**config.mk**
```make
export PLATFORM = sky130hd
export DESIGN_NAME = gfb_front
export DESIGN_NICKNAME = d
export VERILOG_FILES = /design/src/rtl/core/gfb_pkg.sv /design/src/rtl/core/gfb_divider.sv /design/src/rtl/core/gfb_front.sv
export SDC_FILE = /design/constraint.sdc
export NUM_CORES = 1
export LEC_CHECK = 0
export ABC_AREA = 0
export BUFFER_PORTS_ARGS = -buffer_cell sky130_fd_sc_hd__buf_2
export CAP_MARGIN = 20
export CORE_ASPECT_RATIO = 1.4
export CORE_MARGIN = 2
export CORE_UTILIZATION = 50
export CTS_CLUSTER_DIAMETER = 60
export DETAILED_ROUTE_END_ITERATION = 8
export GPL_TIMING_DRIVEN = 0
export PLACE_DENSITY = 0.69
export SYNTH_ARGS = -nofsm -noshare
export SYNTH_HDL_FRONTEND = slang
export SYNTH_HIERARCHICAL = 1
export SYNTH_SLANG_ARGS = --single-unit
```
**constraint.sdc**
```tcl
create_clock -name clk_i -period 7.69 [get_ports clk_i]
set_input_delay 1.538 -clock clk_i [delete_from_list [all_inputs] [get_ports clk_i]]
set_output_delay 1.538 -clock clk_i [all_outputs]
set_load 0.1 [all_outputs]
```
**src/rtl/core/gfb_pkg.sv**
```systemverilog
// Shared types, constants and helpers for the grid feature binner.
// No dependencies.
package gfb_pkg;

  localparam int unsigned GridCells = 256;
  localparam int unsigned ZoneCount = 16;
  localparam int unsigned CoordBits = 12;
  localparam int unsigned CellIdxW  = $clog2(GridCells);
  localparam int unsigned ZoneIdxW  = $clog2(ZoneCount);
  localparam int unsigned DimW      = 13;
  localparam int unsigned QueueDepth = 2;
  localparam int unsigned QueuePtrW  = $clog2(QueueDepth);
  localparam int unsigned QueueCntW  = $clog2(QueueDepth + 1);

  localparam logic [15:0] ThrReset = 16'd17920;
  localparam logic [15:0] ThrHigh  = 16'd64000;
  localparam logic [15:0] ThrLow   = 16'd2560;
  localparam logic [12:0] StepGain = 13'd6554;
  localparam logic [8:0]  CountMax = 9'd511;

  localparam logic [2:0] RegFrameW = 3'd0;
  localparam logic [2:0] RegFrameH = 3'd1;
  localparam logic [2:0] RegCellW  = 3'd2;
  localparam logic [2:0] RegCellH  = 3'd3;
  localparam logic [2:0] RegZoneW  = 3'd4;
  localparam logic [2:0] RegZoneH  = 3'd5;
  localparam logic [2:0] RegMinLd  = 3'd6;
  localparam logic [2:0] RegTarget = 3'd7;

  typedef enum logic [2:0] {
    ModeFeature = 3'd0,
    ModePropagate = 3'd1,
    ModeZoneQuery = 3'd2,
    ModeZoneUpdate = 3'd3,
    ModeCellRead = 3'd4,
    ModeClear = 3'd5,
    ModeBad6 = 3'd6,
    ModeBad7 = 3'd7
  } mode_e;

  typedef enum logic [1:0] {
    StDone = 2'd0,
    StOutOfBounds = 2'd1,
    StRejected = 2'd2,
    StSpare = 2'd3
  } status_e;

  typedef enum logic [2:0] {
    FeIdle, FeDivCx, FeDivCy, FeDivZx, FeDivZy, FeIdx, FePush
  } fe_state_e;

  typedef enum logic [1:0] {
    BeIdle, BeRead, BeExec, BeClear
  } be_state_e;

  // classified command handed from front to back
  typedef struct packed {
    mode_e                  mode;
    logic                   bad;
    logic [CoordBits-1:0]   pos_x;
    logic [CoordBits-1:0]   pos_y;
    logic [15:0]            strength;
    logic [CellIdxW-1:0]    cell_idx;
    logic                   zone_ok;
    logic [ZoneIdxW-1:0]    zone;
    logic                   found_gt;
  } cmd_t;

  typedef struct packed {
    logic [DimW-1:0] frame_w;
    logic [DimW-1:0] frame_h;
    logic [DimW-1:0] cell_w;
    logic [DimW-1:0] cell_h;
    logic [DimW-1:0] zone_w;
    logic [DimW-1:0] zone_h;
    logic [8:0]      min_load;
    logic [15:0]     target;
  } cfg_t;

  typedef struct packed {
    status_e              status;
    logic [CoordBits-1:0] cell_x;
    logic [CoordBits-1:0] cell_y;
    logic [15:0]          cell_strength;
    logic                 cell_filled;
    logic                 cell_locked;
    logic [7:0]           zone_threshold;
    logic                 detect_enable;
    logic [8:0]           zone_count;
  } result_t;

endpackage

```
**src/rtl/core/gfb_divider.sv**
```systemverilog
// Restoring divider, one quotient bit per cycle, 13-bit operands.
// Depends on gfb_pkg.
module gfb_divider (
  input  logic                     clk_i,
  input  logic                     rst_ni,
  input  logic                     start_i,
  input  logic [gfb_pkg::DimW-1:0] dividend_i,
  input  logic [gfb_pkg::DimW-1:0] divisor_i,
  output logic [gfb_pkg::DimW-1:0] quotient_o
);
  localparam int unsigned W = gfb_pkg::DimW;
  localparam int unsigned CntW = $clog2(W + 1);

  logic [W-1:0]    rem_q, rem_d, quo_q, quo_d, dvs_q, dvs_d;
  logic [CntW-1:0] cnt_q, cnt_d;
  logic            busy_q, busy_d;
  logic [W:0]      trial;

  always_comb begin
    rem_d = rem_q; quo_d = quo_q; dvs_d = dvs_q; cnt_d = cnt_q; busy_d = busy_q;
    trial = {rem_q, quo_q[W-1]} - {1'b0, dvs_q};
    if (start_i) begin
      rem_d = '0; quo_d = dividend_i;
      dvs_d = (divisor_i == '0) ? W'(1) : divisor_i;
      cnt_d = CntW'(W); busy_d = 1'b1;
    end else if (busy_q) begin
      if (!trial[W]) begin
        rem_d = trial[W-1:0];
        quo_d = {quo_q[W-2:0], 1'b1};
      end else begin
        rem_d = {rem_q[W-2:0], quo_q[W-1]};
        quo_d = {quo_q[W-2:0], 1'b0};
      end
      cnt_d = cnt_q - CntW'(1);
      if (cnt_q == CntW'(1)) busy_d = 1'b0;
    end
  end

  always_ff @(posedge clk_i or negedge rst_ni) begin
    if (!rst_ni) begin
      busy_q <= 1'b0; cnt_q <= '0;
    end else begin
      busy_q <= busy_d; cnt_q <= cnt_d;
    end
  end

  always_ff @(posedge clk_i) begin
    rem_q <= rem_d; quo_q <= quo_d; dvs_q <= dvs_d;
  end

  assign quotient_o = quo_q;
endmodule

```
**src/rtl/core/gfb_front.sv**
```systemverilog
// Front end: accepts input beats, maps points to cell and zone indices.
// Depends on gfb_pkg and gfb_divider.
module gfb_front (
  input  logic                 clk_i,
  input  logic                 rst_ni,
  input  gfb_pkg::cfg_t        cfg_i,
  input  logic                 in_valid_i,
  output logic                 in_ready_o,
  input  logic [2:0]           mode_i,
  input  logic [gfb_pkg::CoordBits-1:0] pos_x_i,
  input  logic [gfb_pkg::CoordBits-1:0] pos_y_i,
  input  logic [15:0]          strength_i,
  input  logic [7:0]           slot_i,
  input  logic [15:0]          found_count_i,
  output logic                 push_o,
  output gfb_pkg::cmd_t        cmd_o,
  input  logic                 full_i
);
  localparam int unsigned W = gfb_pkg::DimW;
  localparam int unsigned CW = gfb_pkg::CellIdxW;
  localparam int unsigned ZW = gfb_pkg::ZoneIdxW;
  localparam int unsigned PadW = W - gfb_pkg::CoordBits;

  gfb_pkg::fe_state_e state_q, state_d;
  gfb_pkg::cmd_t      cmd_q, cmd_d;
  logic [W-1:0] cols_c_q, rows_c_q, cx_q, cy_q, cols_z_q, rows_z_q, zx_q, zy_q;
  logic         sub_q, sub_d;

  logic         div_start;
  logic [W-1:0] div_a, div_b, div_quo;
  logic [4:0]   div_cnt_q, div_cnt_d;

  gfb_divider u_div (
    .clk_i, .rst_ni, .start_i(div_start), .dividend_i(div_a), .divisor_i(div_b),
    .quotient_o(div_quo)
  );

  logic [2*W-1:0] cell_prod, zone_prod;
  logic [W-1:0]   px, py;
  logic           oob_pt;

  assign px = {{PadW{1'b0}}, cmd_q.pos_x};
  assign py = {{PadW{1'b0}}, cmd_q.pos_y};
  assign oob_pt = (px >= cfg_i.frame_w) || (py >= cfg_i.frame_h);
  assign cell_prod = cy_q * cols_c_q + {{W{1'b0}}, cx_q};
  assign zone_prod = zy_q * cols_z_q + {{W{1'b0}}, zx_q};

  always_comb begin
    state_d = state_q; cmd_d = cmd_q; sub_d = sub_q; div_cnt_d = div_cnt_q;
    div_start = 1'b0; div_a = cfg_i.frame_w; div_b = cfg_i.cell_w;
    in_ready_o = (state_q == gfb_pkg::FeIdle);
    push_o = 1'b0;
    case (state_q)
      gfb_pkg::FeDivCx: begin div_a = sub_q ? px : cfg_i.frame_w; div_b = cfg_i.cell_w; end
      gfb_pkg::FeDivCy: begin div_a = sub_q ? py : cfg_i.frame_h; div_b = cfg_i.cell_h; end
      gfb_pkg::FeDivZx: begin div_a = sub_q ? px : cfg_i.frame_w; div_b = cfg_i.zone_w; end
      gfb_pkg::FeDivZy: begin div_a = sub_q ? py : cfg_i.frame_h; div_b = cfg_i.zone_h; end
      default: ;
    endcase
    case (state_q)
      gfb_pkg::FeIdle: begin
        if (in_valid_i) begin
          cmd_d.mode     = gfb_pkg::mode_e'(mode_i);
          cmd_d.pos_x    = pos_x_i;
          cmd_d.pos_y    = pos_y_i;
          cmd_d.strength = strength_i;
          cmd_d.found_gt = found_count_i > cfg_i.target;
          cmd_d.zone_ok  = 1'b0;
          cmd_d.bad      = 1'b0;
          cmd_d.cell_idx = slot_i[CW-1:0];
          cmd_d.zone     = slot_i[ZW-1:0];
          if (mode_i == gfb_pkg::ModeFeature || mode_i == gfb_pkg::ModePropagate) begin
            state_d = gfb_pkg::FeDivCx; sub_d = 1'b0; div_cnt_d = '0;
          end else begin
            if (mode_i == gfb_pkg::ModeZoneQuery || mode_i == gfb_pkg::ModeZoneUpdate)
              cmd_d.bad = {24'd0, slot_i} >= 32'(gfb_pkg::ZoneCount);
            else if (mode_i == gfb_pkg::ModeCellRead)
              cmd_d.bad = {24'd0, slot_i} >= 32'(gfb_pkg::GridCells);
            else if (mode_i == gfb_pkg::ModeBad6 || mode_i == gfb_pkg::ModeBad7)
              cmd_d.bad = 1'b1;
            state_d = gfb_pkg::FePush;
          end
        end
      end
      gfb_pkg::FeDivCx, gfb_pkg::FeDivCy, gfb_pkg::FeDivZx, gfb_pkg::FeDivZy: begin
        if (div_cnt_q == '0) div_start = 1'b1;
        div_cnt_d = div_cnt_q + 5'd1;
        if (div_cnt_q == 5'(W + 1)) begin
          div_cnt_d = '0;
          sub_d = !sub_q;
          if (sub_q) begin
            if (state_q == gfb_pkg::FeDivCx) state_d = gfb_pkg::FeDivCy;
            else if (state_q == gfb_pkg::FeDivCy) state_d = gfb_pkg::FeDivZx;
            else if (state_q == gfb_pkg::FeDivZx) state_d = gfb_pkg::FeDivZy;
            else state_d = gfb_pkg::FeIdx;
          end
        end
      end
      gfb_pkg::FeIdx: begin
        cmd_d.bad = oob_pt || (cx_q >= cols_c_q) || (cy_q >= rows_c_q) ||
                    (cell_prod >= (2*W)'(gfb_pkg::GridCells));
        cmd_d.cell_idx = cell_prod[CW-1:0];
        cmd_d.zone_ok = !oob_pt && (zx_q < cols_z_q) && (zy_q < rows_z_q) &&
                        (zone_prod < (2*W)'(gfb_pkg::ZoneCount));
        cmd_d.zone = zone_prod[ZW-1:0];
        state_d = gfb_pkg::FePush;
      end
      gfb_pkg::FePush: begin
        if (!full_i) begin
          push_o = 1'b1;
          state_d = gfb_pkg::FeIdle;
        end
      end
      default: state_d = gfb_pkg::FeIdle;
    endcase
  end

  assign cmd_o = cmd_q;

  always_ff @(posedge clk_i or negedge rst_ni) begin
    if (!rst_ni) begin
      state_q <= gfb_pkg::FeIdle; sub_q <= 1'b0; div_cnt_q <= '0;
    end else begin
      state_q <= state_d; sub_q <= sub_d; div_cnt_q <= div_cnt_d;
    end
  end

  always_ff @(posedge clk_i) begin
    cmd_q <= cmd_d;
    if (div_cnt_q == 5'(W + 1)) begin
      case (state_q)
        gfb_pkg::FeDivCx: if (sub_q) cx_q <= div_quo; else cols_c_q <= div_quo;
        gfb_pkg::FeDivCy: if (sub_q) cy_q <= div_quo; else rows_c_q <= div_quo;
        gfb_pkg::FeDivZx: if (sub_q) zx_q <= div_quo; else cols_z_q <= div_quo;
        gfb_pkg::FeDivZy: if (sub_q) zy_q <= div_quo; else rows_z_q <= div_quo;
        default: ;
      endcase
    end
  end

  assert property (@(posedge clk_i) disable iff (!rst_ni)
    push_o |-> state_q == gfb_pkg::FePush) else $error("push outside push state");
  assert property (@(posedge clk_i) disable iff (!rst_ni)
    push_o |=> state_q == gfb_pkg::FeIdle) else $error("front did not return idle");
  assert property (@(posedge clk_i) disable iff (!rst_ni)
    (in_valid_i && in_ready_o) |=> !in_ready_o) else $error("front took two beats");
endmodule

```
Word-level counts from Yosys, hierarchy flattened
Index checks and enable logic that the tools add are counted. W data, S select, Z words.

Bits of input ports: 174. Register bits: 215. Output and inout bits: 60. Word-level logic and storage cells: 138.

$lt $le $gt $ge: 10. Add/subtract/negate cells: 5. $mul: 2. Bitwise gates (word level): 1. Reductions and logical operators: 35. Eq/ne operators: 19. Multiplexer cells: 41.

Operator list (count): $mux W13 (5); $mux W55 (1); $add A26 B13 Y26 (2); $mul A13 B13 Y26 (2); $pmux W13 S2 (2); $pmux W13 S3 (1); $reduce_and A3 Y1 (9); $ge A12 B13 Y1 (2); $ge A13 B13 Y1 (2); $ge A26 B9 Y1 const B (1); $lt A13 B13 Y1 (2); $lt A26 B5 Y1 const B (1); $mux W3 (7); $eq A3 B3 Y1 const B (6); $gt A16 B16 Y1 (1); $mux W1 (16); $mux W5 (3); $sub A14 B13 Y14 (1); $logic_not A13 Y1 (1); $eq A3 B2 Y1 const B (4); $pmux W3 S4 (1); $pmux W5 S2 (1); $ge A8 B5 Y1 const B (1); $mux W4 (2); other kinds (19) (39).

Longest topological paths before layout
Gate-level depths: netlist (run 1).

Depth after elaboration: 8. Mapped depth: 23. Mapped depth without buffers: 22.

Hierarchy
The synthesis (run 1) kept the hierarchy.

Modules (own cells, without submodules): gfb_front (times used 1, area an instance 21354.2 um2, cells each 2201, seq. area each 5089.9 um2); gfb_divider (times used 1, area an instance 2691.3 um2, cells each 266, seq. area each 1166.1 um2).

Worst setup path after synthesis (run 1)
OpenSTA, ideal clock, no wires.

Path kind: register to register. From: register cols_z_q[3]. To: register cmd_q, in the netlist cmd_o[5] (data pin). Path buffers: 1. Data arrival time: 5.898 ns. Data required time: 7.434 ns. Stages on the path, launching flop included: 22. Setup time: 0.256 ns. Path slack: 1.536 ns. Clock period less this slack: 6.154 ns. Path through: edfxtp_1 buf_1 and2_1 fa_1 inv_1 fa_1 inv_1 fa_1 fa_1 fa_1 inv_1 fa_1 inv_1 ha_1 a211o_1 a2111o_1 nand3_1 o21ai_2 a221oi_1 o21bai_1 mux2i_1 and4_1.

RTL lines: start: declaration (RTL line gfb_front.sv:26) `logic [W-1:0] cols_c_q, rows_c_q, cx_q, cy_q, cols_z_q, rows_z_q, zx_q, zy_q;`; start signal: assignment (RTL line gfb_front.sv:134) `gfb_pkg::FeDivZx: if (sub_q) zx_q <= div_quo; else cols_z_q <= div_quo;`; end signal: assignment (RTL line gfb_front.sv:129) `cmd_q <= cmd_d;`; end: declaration (RTL line gfb_front.sv:25) `gfb_pkg::cmd_t cmd_q, cmd_d;`.

==> results of run 1 <==
-- worst reg2reg max path, cell delays in order (launching register included) --
cell,delay (ns)
edfxtp_1,0.59
clkbuf_1,0.52
nand2_1,0.16
fa_1,0.53
fa_1,0.50
inv_1,0.06
fa_1,0.52
fa_1,0.55
fa_1,0.60
fa_1,0.44
ha_1,0.29
clkbuf_1,0.31
nand3_1,0.19
a2111oi_1,0.72
o21a_1,0.30
o2111a_1,0.19
a211oi_1,0.06
a311oi_1,0.49
a21oi_1,0.19
-- logic make-up (layout without fill, tap and decap cells) --
logic type / count (synthesis) / after routing
adder cells (fa/ha/maj): 549 / 549
AND/OR/NAND/NOR: 699 / 699
multiplexers: 33 / 33
other: 0 / 4
buffers and inverters: 548 / 825
AO/OA/AOI/OAI: 395 / 395
flip-flops: 215 / 215
XOR/XNOR: 28 / 28
-- worst min-delay path by stage --
stage	from	endpoint	slack [ns]	cells after the start
floorplan	u_div/rem_q[9]	u_div/rem_q[9]	0.48	2
global placement	u_div/rem_q[1]	u_div/rem_q[1]	0.50	2
detailed placement	u_div/rem_q[1]	u_div/rem_q[1]	0.51	2
CTS	u_div/rem_q[1]	u_div/rem_q[1]	0.52	2
global route	u_div/rem_q[1]	u_div/rem_q[1]	0.55	2
finish	u_div/rem_q[9]	u_div/rem_q[9]	0.53	2
-- cells in the final DEF (no fill, tap or decap), types with 20 or more instances in the layout --
| cell | instances |
|---|---|
| ha_1 | 288 |
| fa_1 | 261 |
| a211oi_1 | 20 |
| a221oi_1 | 20 |
| nor2_1 | 100 |
| and2_1 | 170 |
| a21oi_1 | 70 |
| nor3_1 | 22 |
| inv_1 | 440 |
| nand2_1 | 254 |
| clkbuf_1 | 100 |
| o21ai_0 | 74 |
| buf_2 | 225 |
| a21o_1 | 30 |
| edfxtp_1 | 188 |
| xnor2_1 | 22 |
| nand3_1 | 38 |
| clkbuf_16 | 24 |
-- power groups by stage --
stage / Combinational [uW] / Clock [uW] / Sequential, uW
after floorplan: 1430 / 0 / 2090
after CTS: 2290 / 1270 / 1900
final: 2310 / 1260 / 1910
after global placement: 2210 / 0 / 1920
after global routing: 2500 / 1310 / 1920
after detailed placement: 2280 / 0 / 1920
-- state kept, by name, indices dropped and copies added, names as in the netlist --
name              cells
cx_q                 13
u_div/dvs_q          13
u_div/rem_q          13
cy_q                 13
u_div/busy_q          1
cols_z_q             13
div_cnt_q             5
rows_c_q             13
zx_q                 13
u_div/quotient_o     13
rows_z_q             13
cmd_o                58
sub_q                 1
state_q               3
u_div/cnt_q           4
cols_c_q             13
zy_q                 13
-- metal layers --
layer | routed length (um) | global-route usage | vias up
met1 | 23500 | 0.280 | 9514
li1 | - | - | 8790
met5 | 0 | 0 | -
met4 | 5010 | 0.179 | 0
met3 | 3100 | 0.0288 | 247
met2 | 37500 | 0.541 | 719
-- synth_stat cells (26+ instances only) --
cell type	number
a21o_1	30
a21oi_1	70
and2_1	171
clkbuf_1	96
edfxtp_1	188
fa_1	261
ha_1	288
inv_1	440
nand2_1	254
nand3_1	38
nor2_1	101
nor3_1	26
o21ai_0	74
-- stage by stage --
stage          cells  setup slack (ns)  area [sq um]  hold slack [ns]  total power [uW]
6_report        3378             0.210         27000            0.534              5480
5_1_grt         3378            0.0331         27000            0.551              5740
4_1_cts         3374             0.173         26900            0.521              5460
3_5_place_dp    3330             0.176         26100            0.510              4210
3_3_place_gp    3321             0.222         26000            0.497              4140
2_1_floorplan   2467              1.54         24000            0.476              3530
-- area by class of cell --
class                      instances  area [sq um]
antenna                            4          10.0
buffer                           106           423
clock buffer                      31           657
clock inverter                    13           201
fill                            4266         20800
inverter                         442          1660
multi-input combinational       1704         15700
sequential                       215          6260
tap                              630           788
timing repair buffer             233          1230
==> out/results.md, run 1 <==
| Parameter | Value | Unit |
|:---|:---|:---|
| Result of the run | complete, no violations | - |
| Setup skew after layout | 0.0202 | ns |
| Cell-internal power | 3180 | uW |
| Clk pin slew, worst setup/hold paths | 0.06 | ns |
| Slowest-stage cell, CP | a2111oi_1 | - |
| Layout area overhead | 12.1 | % |
| First-pass GRT wire length | 109000 | um |
| Fraction of power spent switching nets | 0.419 | - |
| Number of synthesized flops with an enable pin | 188 | - |
| Max Slew Vio Count | 0 | - |
| Core box area | 47800 | sq um |
| Synthesized instance count | 2467 | - |
| Placed wire-length estimate after detailed placement | 56800 | um |
| Clock latency at the later pin of the worst-skew pair | 0.56 | ns |
| Post-synthesis mux area share | 0.0145 | - |
| Max VDD drop | 0.216 | mV |
| Synthesized cell area | 24000 | sq um |
| Chip Width | 189 | um |
| Depth of the CTS H-tree | 1 | - |
| Final period utilization | 0.973 | - |
| RR Startpoint | cy_q[3] | - |
| FF-to-FF setup slack | 0.21 | ns |
| Top cells by area, synth | edfxtp_1 23%, fa_1 22%, ha_1 15%, inv_1 6.9%, and2_1 4.4% | - |
| Vias per Instance | 5.70 | - |
| TritonCTS buffer count | 24 | - |
| Number of stages on the worst setup path | 18 | - |
| Final setup vio count | 0 | - |
| Height of the die | 263 | um |
| DRT antenna net count | 0 | - |
| Longest Clk Path Bufs | 3 | - |
| Top cell type's share of synthesized area | 0.235 | - |
| Combinational Power Share | 0.422 | - |
| Path type of the worst setup path | reg -> reg | - |
| Number of violations reported at the end of detailed-routing iteration 0 | 1090 | - |
| Synth Area in Simple Gates | 0.144 | - |
| Fraction of registers with async set/reset | 0.0651 | - |
| Effective utilization at floorplan | 0.503 | - |
| Upper clock frequency limit | 134 | MHz |
| Fraction of final layout cells sized beyond drive strength 1 | 0.118 | - |
| Flip-flop cell with the highest count after synthesis | edfxtp_1 | - |
| CP delay by family, top | adder cells | - |
| Cells on worst reg2reg path | 18 | - |
| Reg-to-Reg End | cmd_o[54] | - |
| Routed vias | 19300 | - |
| Finished Core Util | 0.564 | - |
| Crit path to | cmd_o[54] | - |
| Most frequent cell on the critical path | fa_1 | - |
| Router iterations before antenna repair | 8 | - |
| Count of buffering cells on the critical path with inverters included | 3 | - |
| TritonCTS clock tree | built | - |
| Share of the synthesized area in compound gates (AO/OA/AOI/OAI) | 0.117 | - |
| Number of warnings issued by yosys | 6 | - |
| Total wirelength of the detailed-routed design | 69100 | um |
| Initial antenna violation count | 4 | - |
| Launching element type of the critical path | flip-flop | - |
| Post-Synth Adder-Cell Area | 0.367 | - |
| Worst min-delay path class | reg -> reg | - |
| Overall track demand over capacity in global routing | 0.280 | - |
| Count of buffers added by post-CTS timing repair for setup | 0 | - |
| Largest family of logic cells by synthesized area | adder cells | - |
| Startpoint of the most critical setup path | cy_q[3] | - |
| Maximum number of pins on one net before global-route repair | 44 | - |
| XOR/XNOR share of the synthesized area | 0.0102 | - |
| Leak | 0.0128 | uW |
| Number of nets in the finished design | 3449 | - |
| Largest fanout on the critical path | 10 | - |
| Worst slew margin | 0.240 | - |
| Count of hold-fix buffers inserted at cts | 0 | - |
| Total power per unit cell area | 203 | nW/um^2 |
| Final hold viol count | 0 | - |
| Buffers added on ports | 224 | - |
| Ordered list of cells on the worst path | clkbuf_1 > nand2_1 > fa_1 > fa_1 > inv_1 > fa_1 > fa_1 > fa_1 > fa_1 > ha_1 > clkbuf_1 > nand3_1 > a2111oi_1 > o21a_1 > o2111a_1 > a211oi_1 > a311oi_1 > a21oi_1 | - |
| WL per Instance | 20.4 | um |
| Count of maximum capacitance violations | 0 | - |
| Stage delay of the slowest cell on the critical path | 0.72 | ns |
| Via count of the first global-routing pass | 20700 | - |
| Number of register bits inferred by synthesis | 215 | - |
| Die area | 49900 | sq um |
| TNS Setup | 0 | ns |
| Data arrival at the endpoint of the critical path | 7.76 | ns |
| Clock sink total | 215 | - |
| Worst slew pin tran | 1.12 | ns |
| Cell Rows | 95 | - |
| Clock period minus final worst setup slack | 7.48 | ns |
| Post-Syn Nets | 3190 | - |
| Relative contribution of the clock network to total power | 0.230 | - |
| Required time reported for the critical path endpoint | 7.97 | ns |
| Placer Congestion | 0.938 | - |
| Root Driver | clkbuf_16 | - |
| Proportion of synthesized chip area in sequential cells | 0.260 | - |
| Quantity of gates resized following cts | 0 | - |
| Syn avg cell area | 9.75 | sq um |
| Category of the worst setup path capture point | flip-flop | - |
| Power spent charging and discharging nets | 2290 | uW |
| Distinct cells, synth | 92 | - |
| Count of boundary I/O pins | 234 | - |
| Setup repair after global routing missed its margin | false | - |
| DRC viols | 0 | - |
| Proportion of power drawn by flip-flops and latches | 0.349 | - |
| Dominant cell type by area after synthesis | edfxtp_1 | - |
| Total gr overflow | 0 | - |
Note: power is estimated with default switching activity, not from simulation.
==> inputs of run 2 (changes only) <==
Settings changed: HOLD_SLACK_MARGIN from default to 0.05, SLEW_MARGIN from default to 10.
Clock period 7.69 ns to 7.2 ns, I/O delays scaled along.
==> out/results.md, run 2 (synthesized netlist as in run 1, its figures left out) <==
| Parameter | Value | Unit |
|:---|:---|:---|
| Commonest cells after routing, fill and taps aside | 440 x inv_1, 288 x ha_1, 261 x fa_1 | - |
| Total power per unit cell area | 221 | nW/um^2 |
| Root Driver | clkbuf_16 | - |
| Placer Congestion | 0.938 | - |
| RR Startpoint | cy_q[7] | - |
| Required time reported for the critical path endpoint | 7.47 | ns |
| Clk pin slew, worst setup/hold paths | 0.06 | ns |
| Hold path depth | 2 | - |
| Vias per Instance | 5.69 | - |
| Worst Slack Setup Final | 0.195 | ns |
| Worst min-delay path endpoint | u_div/rem_q[1] | - |
| First-pass GRT wire length | 108000 | um |
| Final instance area | 27100 | sq um |
| Router iterations before antenna repair | 8 | - |
| DRT antenna net count | 0 | - |
| DRC viols | 0 | - |
| Cell area reported after detailed placement | 26100 | sq um |
| Buffers added on ports | 224 | - |
| Slowest-stage cell, CP | fa_1 | - |
| Clock period minus final worst setup slack | 7.01 | ns |
| Final setup vio count | 0 | - |
| Upper clock frequency limit | 143 | MHz |
| Routed vias | 19200 | - |
| Category of the worst setup path capture point | flip-flop | - |
| Max FFs per register | 58 | - |
| Core box area | 47800 | sq um |
| Clock latency at the later pin of the worst-skew pair | 0.55 | ns |
| Worst slew margin | 0.325 | - |
| Maximum number of pins on one net before global-route repair | 37 | - |
| Fraction of final layout cells sized beyond drive strength 1 | 0.127 | - |
| Effective utilization at floorplan | 0.503 | - |
| Most frequent standard cell in the layout excluding fill and tap cells | inv_1 | - |
| Via count of the first global-routing pass | 20800 | - |
| Clock sink total | 215 | - |
| Initial antenna violation count | 4 | - |
| Ordered list of cells on the worst path | clkbuf_1 > and2_1 > fa_1 > inv_1 > fa_1 > inv_1 > fa_1 > inv_1 > fa_1 > inv_1 > fa_1 > fa_1 > ha_1 > nand2_1 > nor2_1 > a31o_1 > or3_1 > a211oi_1 > nand4b_1 > nor4_1 > a21oi_1 | - |
| Number of violations reported at the end of detailed-routing iteration 0 | 1022 | - |
| Worst min-delay path class | reg -> reg | - |
| WL per Instance | 20.5 | um |
| Setup skew after layout | 0.0142 | ns |
| Leak | 0.0129 | uW |
| Launching element type of the critical path | flip-flop | - |
| FF-to-FF setup slack | 0.19 | ns |
| Setup repair after global routing missed its margin | false | - |
| Most frequent cell on the critical path | fa_1 | - |
| Height of the die | 263 | um |
| Chip Width | 189 | um |
| Hold path start | u_div/rem_q[1] | - |
| Result of the run | complete, no violations | - |
| Count of boundary I/O pins | 234 | - |
| Count of hold-fix buffers inserted at cts | 0 | - |
| Stage delay of the slowest cell on the critical path | 0.57 | ns |
| TritonCTS buffer count | 24 | - |
| Reg-to-Reg End | cmd_o[54] | - |
| Max VDD drop | 0.209 | mV |
| Largest fanout on the critical path | 10 | - |
| Max Slew Vio Count | 0 | - |
| Depth of the CTS H-tree | 1 | - |
| Number of nets in the finished design | 3448 | - |
| Final period utilization | 0.973 | - |
| Die area | 49900 | sq um |
| Total wirelength of the detailed-routed design | 69100 | um |
| Final hold viol count | 0 | - |
| Cell Rows | 95 | - |
| TritonCTS clock tree | built | - |
| Data arrival at the endpoint of the critical path | 7.27 | ns |
| Placed wire-length estimate after detailed placement | 57000 | um |
| Layout area overhead | 12.5 | % |
| Overall track demand over capacity in global routing | 0.279 | - |
| Worst slew pin tran | 1.00 | ns |
| Count of maximum capacitance violations | 0 | - |
| Cells on worst reg2reg path | 21 | - |
| Total gr overflow | 0 | - |
| Longest Clk Path Bufs | 3 | - |
| Pre-CTS WS | -0.302 | ns |
| Path type of the worst setup path | reg -> reg | - |
## run 2: cell types whose count changed in the layout (fill, tap and decap cells not counted), sizes merged
cell,before,now
clkinvlp,1,3
bufinv,4,8
diode,4,3
inv,440,442
clkinv,10,7
buf,241,239
clkbuf,128,124
## run 2: how the worst max path moves through the flow
stage,startpoint,end,slack (ns),cells past startpoint
after floorplan,cols_z_q[3],cmd_o[5],1.05,21
after detailed placement,cy_q[3],cmd_o[54],-0.30,18
final,cy_q[7],cmd_o[54],0.19,21
after CTS,cy_q[7],cmd_o[54],0.02,20
after global placement,cy_q[3],cmd_o[54],-0.27,18
after global routing,cols_z_q[4],cmd_o[5],0.002,20
## run 2: repair_timing
action / CTS / global route
pin swaps: 0 / 1
resized for setup: 10 / 26
buffers inserted: 0 / 0
endpoints found under the setup margin: 1 / 2
gates cloned: 0 / 0
## run 2: per-layer routing
metal	track usage	vias to the layer above	wire length, um
li1	-	8803	-
met1	0.278	9455	23300
met2	0.545	723	38200
met3	0.0297	240	3120
met4	0.168	0	4560
met5	0	-	0
## run 2: worst max-delay path: cells and delay by family, from the launching register on
| family | cells | cell delay, ns |
|---|---|---|
| compound gates | 3 | 0.86 |
| fa+ha+maj | 7 | 3.40 |
| buf+inv | 5 | 0.55 |
| simple gates | 6 | 1.41 |
| flops | 1 | 0.50 |
## run 2: layout make-up
class,instances,area (sq um)
diodes,3,7.51
plain buffers,106,445
clock buffers,26,608
clock inverters,18,320
fillers,4271,20700
inverters,442,1660
multi-input cells,1704,15800
flip-flops and latches,215,6260
well taps,630,788
repair buffers,232,1200
## run 2: through the flow
| stage | util | hold slack, ns | instances | setup TNS (ns) | power (uW) |
|---|---|---|---|---|---|
| 6_report | 0.566 | 0.528 | 3376 | 0 | 5970 |
| 5_1_grt | 0.566 | 0.548 | 3376 | 0 | 6240 |
| 4_1_cts | 0.565 | 0.517 | 3373 | 0 | 5950 |
| 3_5_place_dp | 0.545 | 0.506 | 3329 | -0.302 | 4490 |
| 3_3_place_gp | 0.543 | 0.497 | 3321 | -0.268 | 4420 |
| 2_1_floorplan | - | 0.476 | 2467 | 0 | 3770 |
## run 2: power breakdown
group          leakage, uW  switching, uW  internal [uW]  total (uW)
Combinational       0.0104           1600            865        2470
Clock             0.000440            552            906        1460
Sequential         0.00200            303           1740        2040
Total               0.0129           2460           3510        5970
==> inputs of run 3 (changes only) <==
Settings changed: CTS_CLUSTER_DIAMETER 60 to default, REMOVE_ABC_BUFFERS from default to 1.
==> out/results.md, run 3 (synthesized netlist as in run 1, its figures left out) <==
| Parameter | Value | Unit |
|:---|:---|:---|
| Most frequent standard cell in the layout excluding fill and tap cells | inv_1 | - |
| Cell-internal power | 3200 | uW |
| Height of the die | 263 | um |
| Chip Width | 189 | um |
| Result of the run | complete, no violations | - |
| Number of violations reported at the end of detailed-routing iteration 0 | 1088 | - |
| Clock sink total | 215 | - |
| DRC viols | 0 | - |
| TritonCTS buffer count | 22 | - |
| Stage delay of the slowest cell on the critical path | 0.63 | ns |
| Router iterations before antenna repair | 5 | - |
| Number of nets in the finished design | 3342 | - |
| TritonCTS clock tree | built | - |
| First-pass GRT wire length | 103000 | um |
| Setup skew after layout | 0.0150 | ns |
| Required time reported for the critical path endpoint | 7.45 | ns |
| Core box area | 47800 | sq um |
| Max Slew Vio Count | 0 | - |
| Leak | 0.0126 | uW |
| Path type of the worst setup path | reg -> reg | - |
| Final hold viol count | 0 | - |
| Footprint of the multi-input gates | 15700 | sq um |
| Clk pin slew, worst setup/hold paths | 0.07 | ns |
| Setup repair after global routing missed its margin | false | - |
| WL per Instance | 19.5 | um |
| Slowest-stage cell, CP | edfxtp_1 | - |
| Placed Cells incl. Taps | 3225 | - |
| Max FFs per register | 58 | - |
| Worst min-delay path class | reg -> reg | - |
| Register cell area after layout | 6260 | sq um |
| Fraction of power spent switching nets | 0.422 | - |
| Largest fanout on the critical path | 9 | - |
| Combinational Power Share | 0.420 | - |
| Vias per Instance | 5.70 | - |
| Final instance area | 26400 | sq um |
| Final period utilization | 0.970 | - |
| Via count of the first global-routing pass | 20000 | - |
| Category of the worst setup path capture point | flip-flop | - |
| Commonest cells after routing, fill and taps aside | 440 x inv_1, 288 x ha_1, 261 x fa_1 | - |
| Placed wire-length estimate after detailed placement | 51500 | um |
| TNS Setup | 0 | ns |
| Power spent charging and discharging nets | 2340 | uW |
| Total gr overflow | 0 | - |
| Maximum number of pins on one net before global-route repair | 42 | - |
| Launching element type of the critical path | flip-flop | - |
| Clock period minus final worst setup slack | 6.99 | ns |
| Count of buffering cells on the critical path with inverters included | 3 | - |
| Cell Rows | 95 | - |
| Number of filler cells placed in the layout | 4223 | - |
| Most frequent cell on the critical path | fa_1 | - |
| Placer Congestion | 0.941 | - |
| Cell area reported after detailed placement | 25700 | sq um |
| CP delay by family, top | adder cells | - |
| Worst slew margin | 0.276 | - |
| Upper clock frequency limit | 143 | MHz |
| Overall track demand over capacity in global routing | 0.260 | - |
| Worst slew pin tran | 1.09 | ns |
| Clock latency at the later pin of the worst-skew pair | 0.53 | ns |
| Die area | 49900 | sq um |
| Fraction of final layout cells sized beyond drive strength 1 | 0.122 | - |
| Total power per unit cell area | 210 | nW/um^2 |
| Depth of the CTS H-tree | 1 | - |
| Ordered list of cells on the worst path | clkinvlp_4 > nor2_1 > ha_1 > inv_1 > fa_1 > inv_1 > fa_1 > fa_1 > fa_1 > fa_1 > ha_1 > nand2_1 > nor2_1 > nand3_1 > o21ai_0 > o21ai_0 > xnor2_1 > a311oi_1 > a21oi_1 | - |
| DRT antenna net count | 0 | - |
| Count of boundary I/O pins | 234 | - |
| Routed vias | 18600 | - |
| Relative contribution of the clock network to total power | 0.205 | - |
| Final setup vio count | 0 | - |
| Initial antenna violation count | 4 | - |
| Root Driver | clkbuf_16 | - |
| Max VDD drop | 0.293 | mV |
| Longest Clk Path Bufs | 3 | - |
| Buffers added on ports | 224 | - |
| Final Instance Count excl. Fillers | 3269 | - |
| Count of maximum capacitance violations | 0 | - |
| Layout area overhead | 9.77 | % |
| Effective utilization at floorplan | 0.503 | - |
| Data arrival at the endpoint of the critical path | 7.23 | ns |
| Total wirelength of the detailed-routed design | 63900 | um |
| Proportion of power drawn by flip-flops and latches | 0.374 | - |
[run 3: cell type report]
| type | instances | share of cell area |
|---|---|---|
| clock buffers | 26 | 0.0214 |
| well taps | 630 | 0.0299 |
| clock inverters | 14 | 0.00521 |
| flip-flops and latches | 215 | 0.237 |
| multi-input cells | 1704 | 0.597 |
| repair buffers | 234 | 0.0466 |
| inverters | 442 | 0.0630 |
| diodes | 4 | 0.000379 |
[run 3: through the flow]
| step | util | setup WS, ns | power, uW | hold slack (ns) |
|---|---|---|---|---|
| 2_1_floorplan | - | 1.09 | 3680 | 0.476 |
| 3_3_place_gp | 0.534 | 0.227 | 4290 | 0.491 |
| 3_5_place_dp | 0.537 | 0.135 | 4390 | 0.507 |
| 4_1_cts | 0.552 | 0.0685 | 5540 | 0.517 |
| 5_1_grt | 0.552 | 0.0406 | 5820 | 0.547 |
| 6_report | 0.552 | 0.214 | 5540 | 0.519 |
[run 3: worst paths after layout]
check                                  to  cells past startpoint            from  slack [ns]
min in group asynchronous    u_div/busy_q                      1          rst_ni        0.79
max                             cmd_o[54]                     19         cy_q[0]        0.21
min                        u_div/rem_q[1]                      2  u_div/rem_q[1]        0.52
min reg2reg                u_div/rem_q[1]                      2  u_div/rem_q[1]        0.52
max in group asynchronous      state_q[1]                      1          rst_ni        6.17
max reg2reg                     cmd_o[54]                     19         cy_q[0]        0.21
[run 3: worst reg2reg max path, delay by kind of cell (launching register included)]
kind / cells / cell delay (ns)
compound gates: 4 / 1.41
fa+ha+maj: 7 / 3.30
simple gates: 4 / 0.67
buf+inv: 3 / 0.49
xor+xnor: 1 / 0.20
flops: 1 / 0.63
[run 3: power groups by stage]
stage	clock [uW]	combinational, uW	sequential [uW]
global placement	0	2200	2090
CTS	1160	2310	2070
floorplan	0	1400	2280
finish	1140	2330	2070
global route	1200	2520	2100
detailed placement	0	2300	2090
[run 3: per-layer routing]
| layer | wire length [um] | GRT usage | up-vias |
|---|---|---|---|
| met5 | 0 | 0 | - |
| met4 | 2760 | 0.114 | 0 |
| met3 | 2920 | 0.0247 | 162 |
| met2 | 35600 | 0.508 | 639 |
| met1 | 22600 | 0.280 | 9251 |
| li1 | - | - | 8577 |
[run 3: what timing repair did]
action / 4_1_cts / 5_1_grt
resized for setup: 0 / 3
setup endpoints to repair: 0 / 1
hold buffers: 0 / 0
setup buffers: 0 / 0
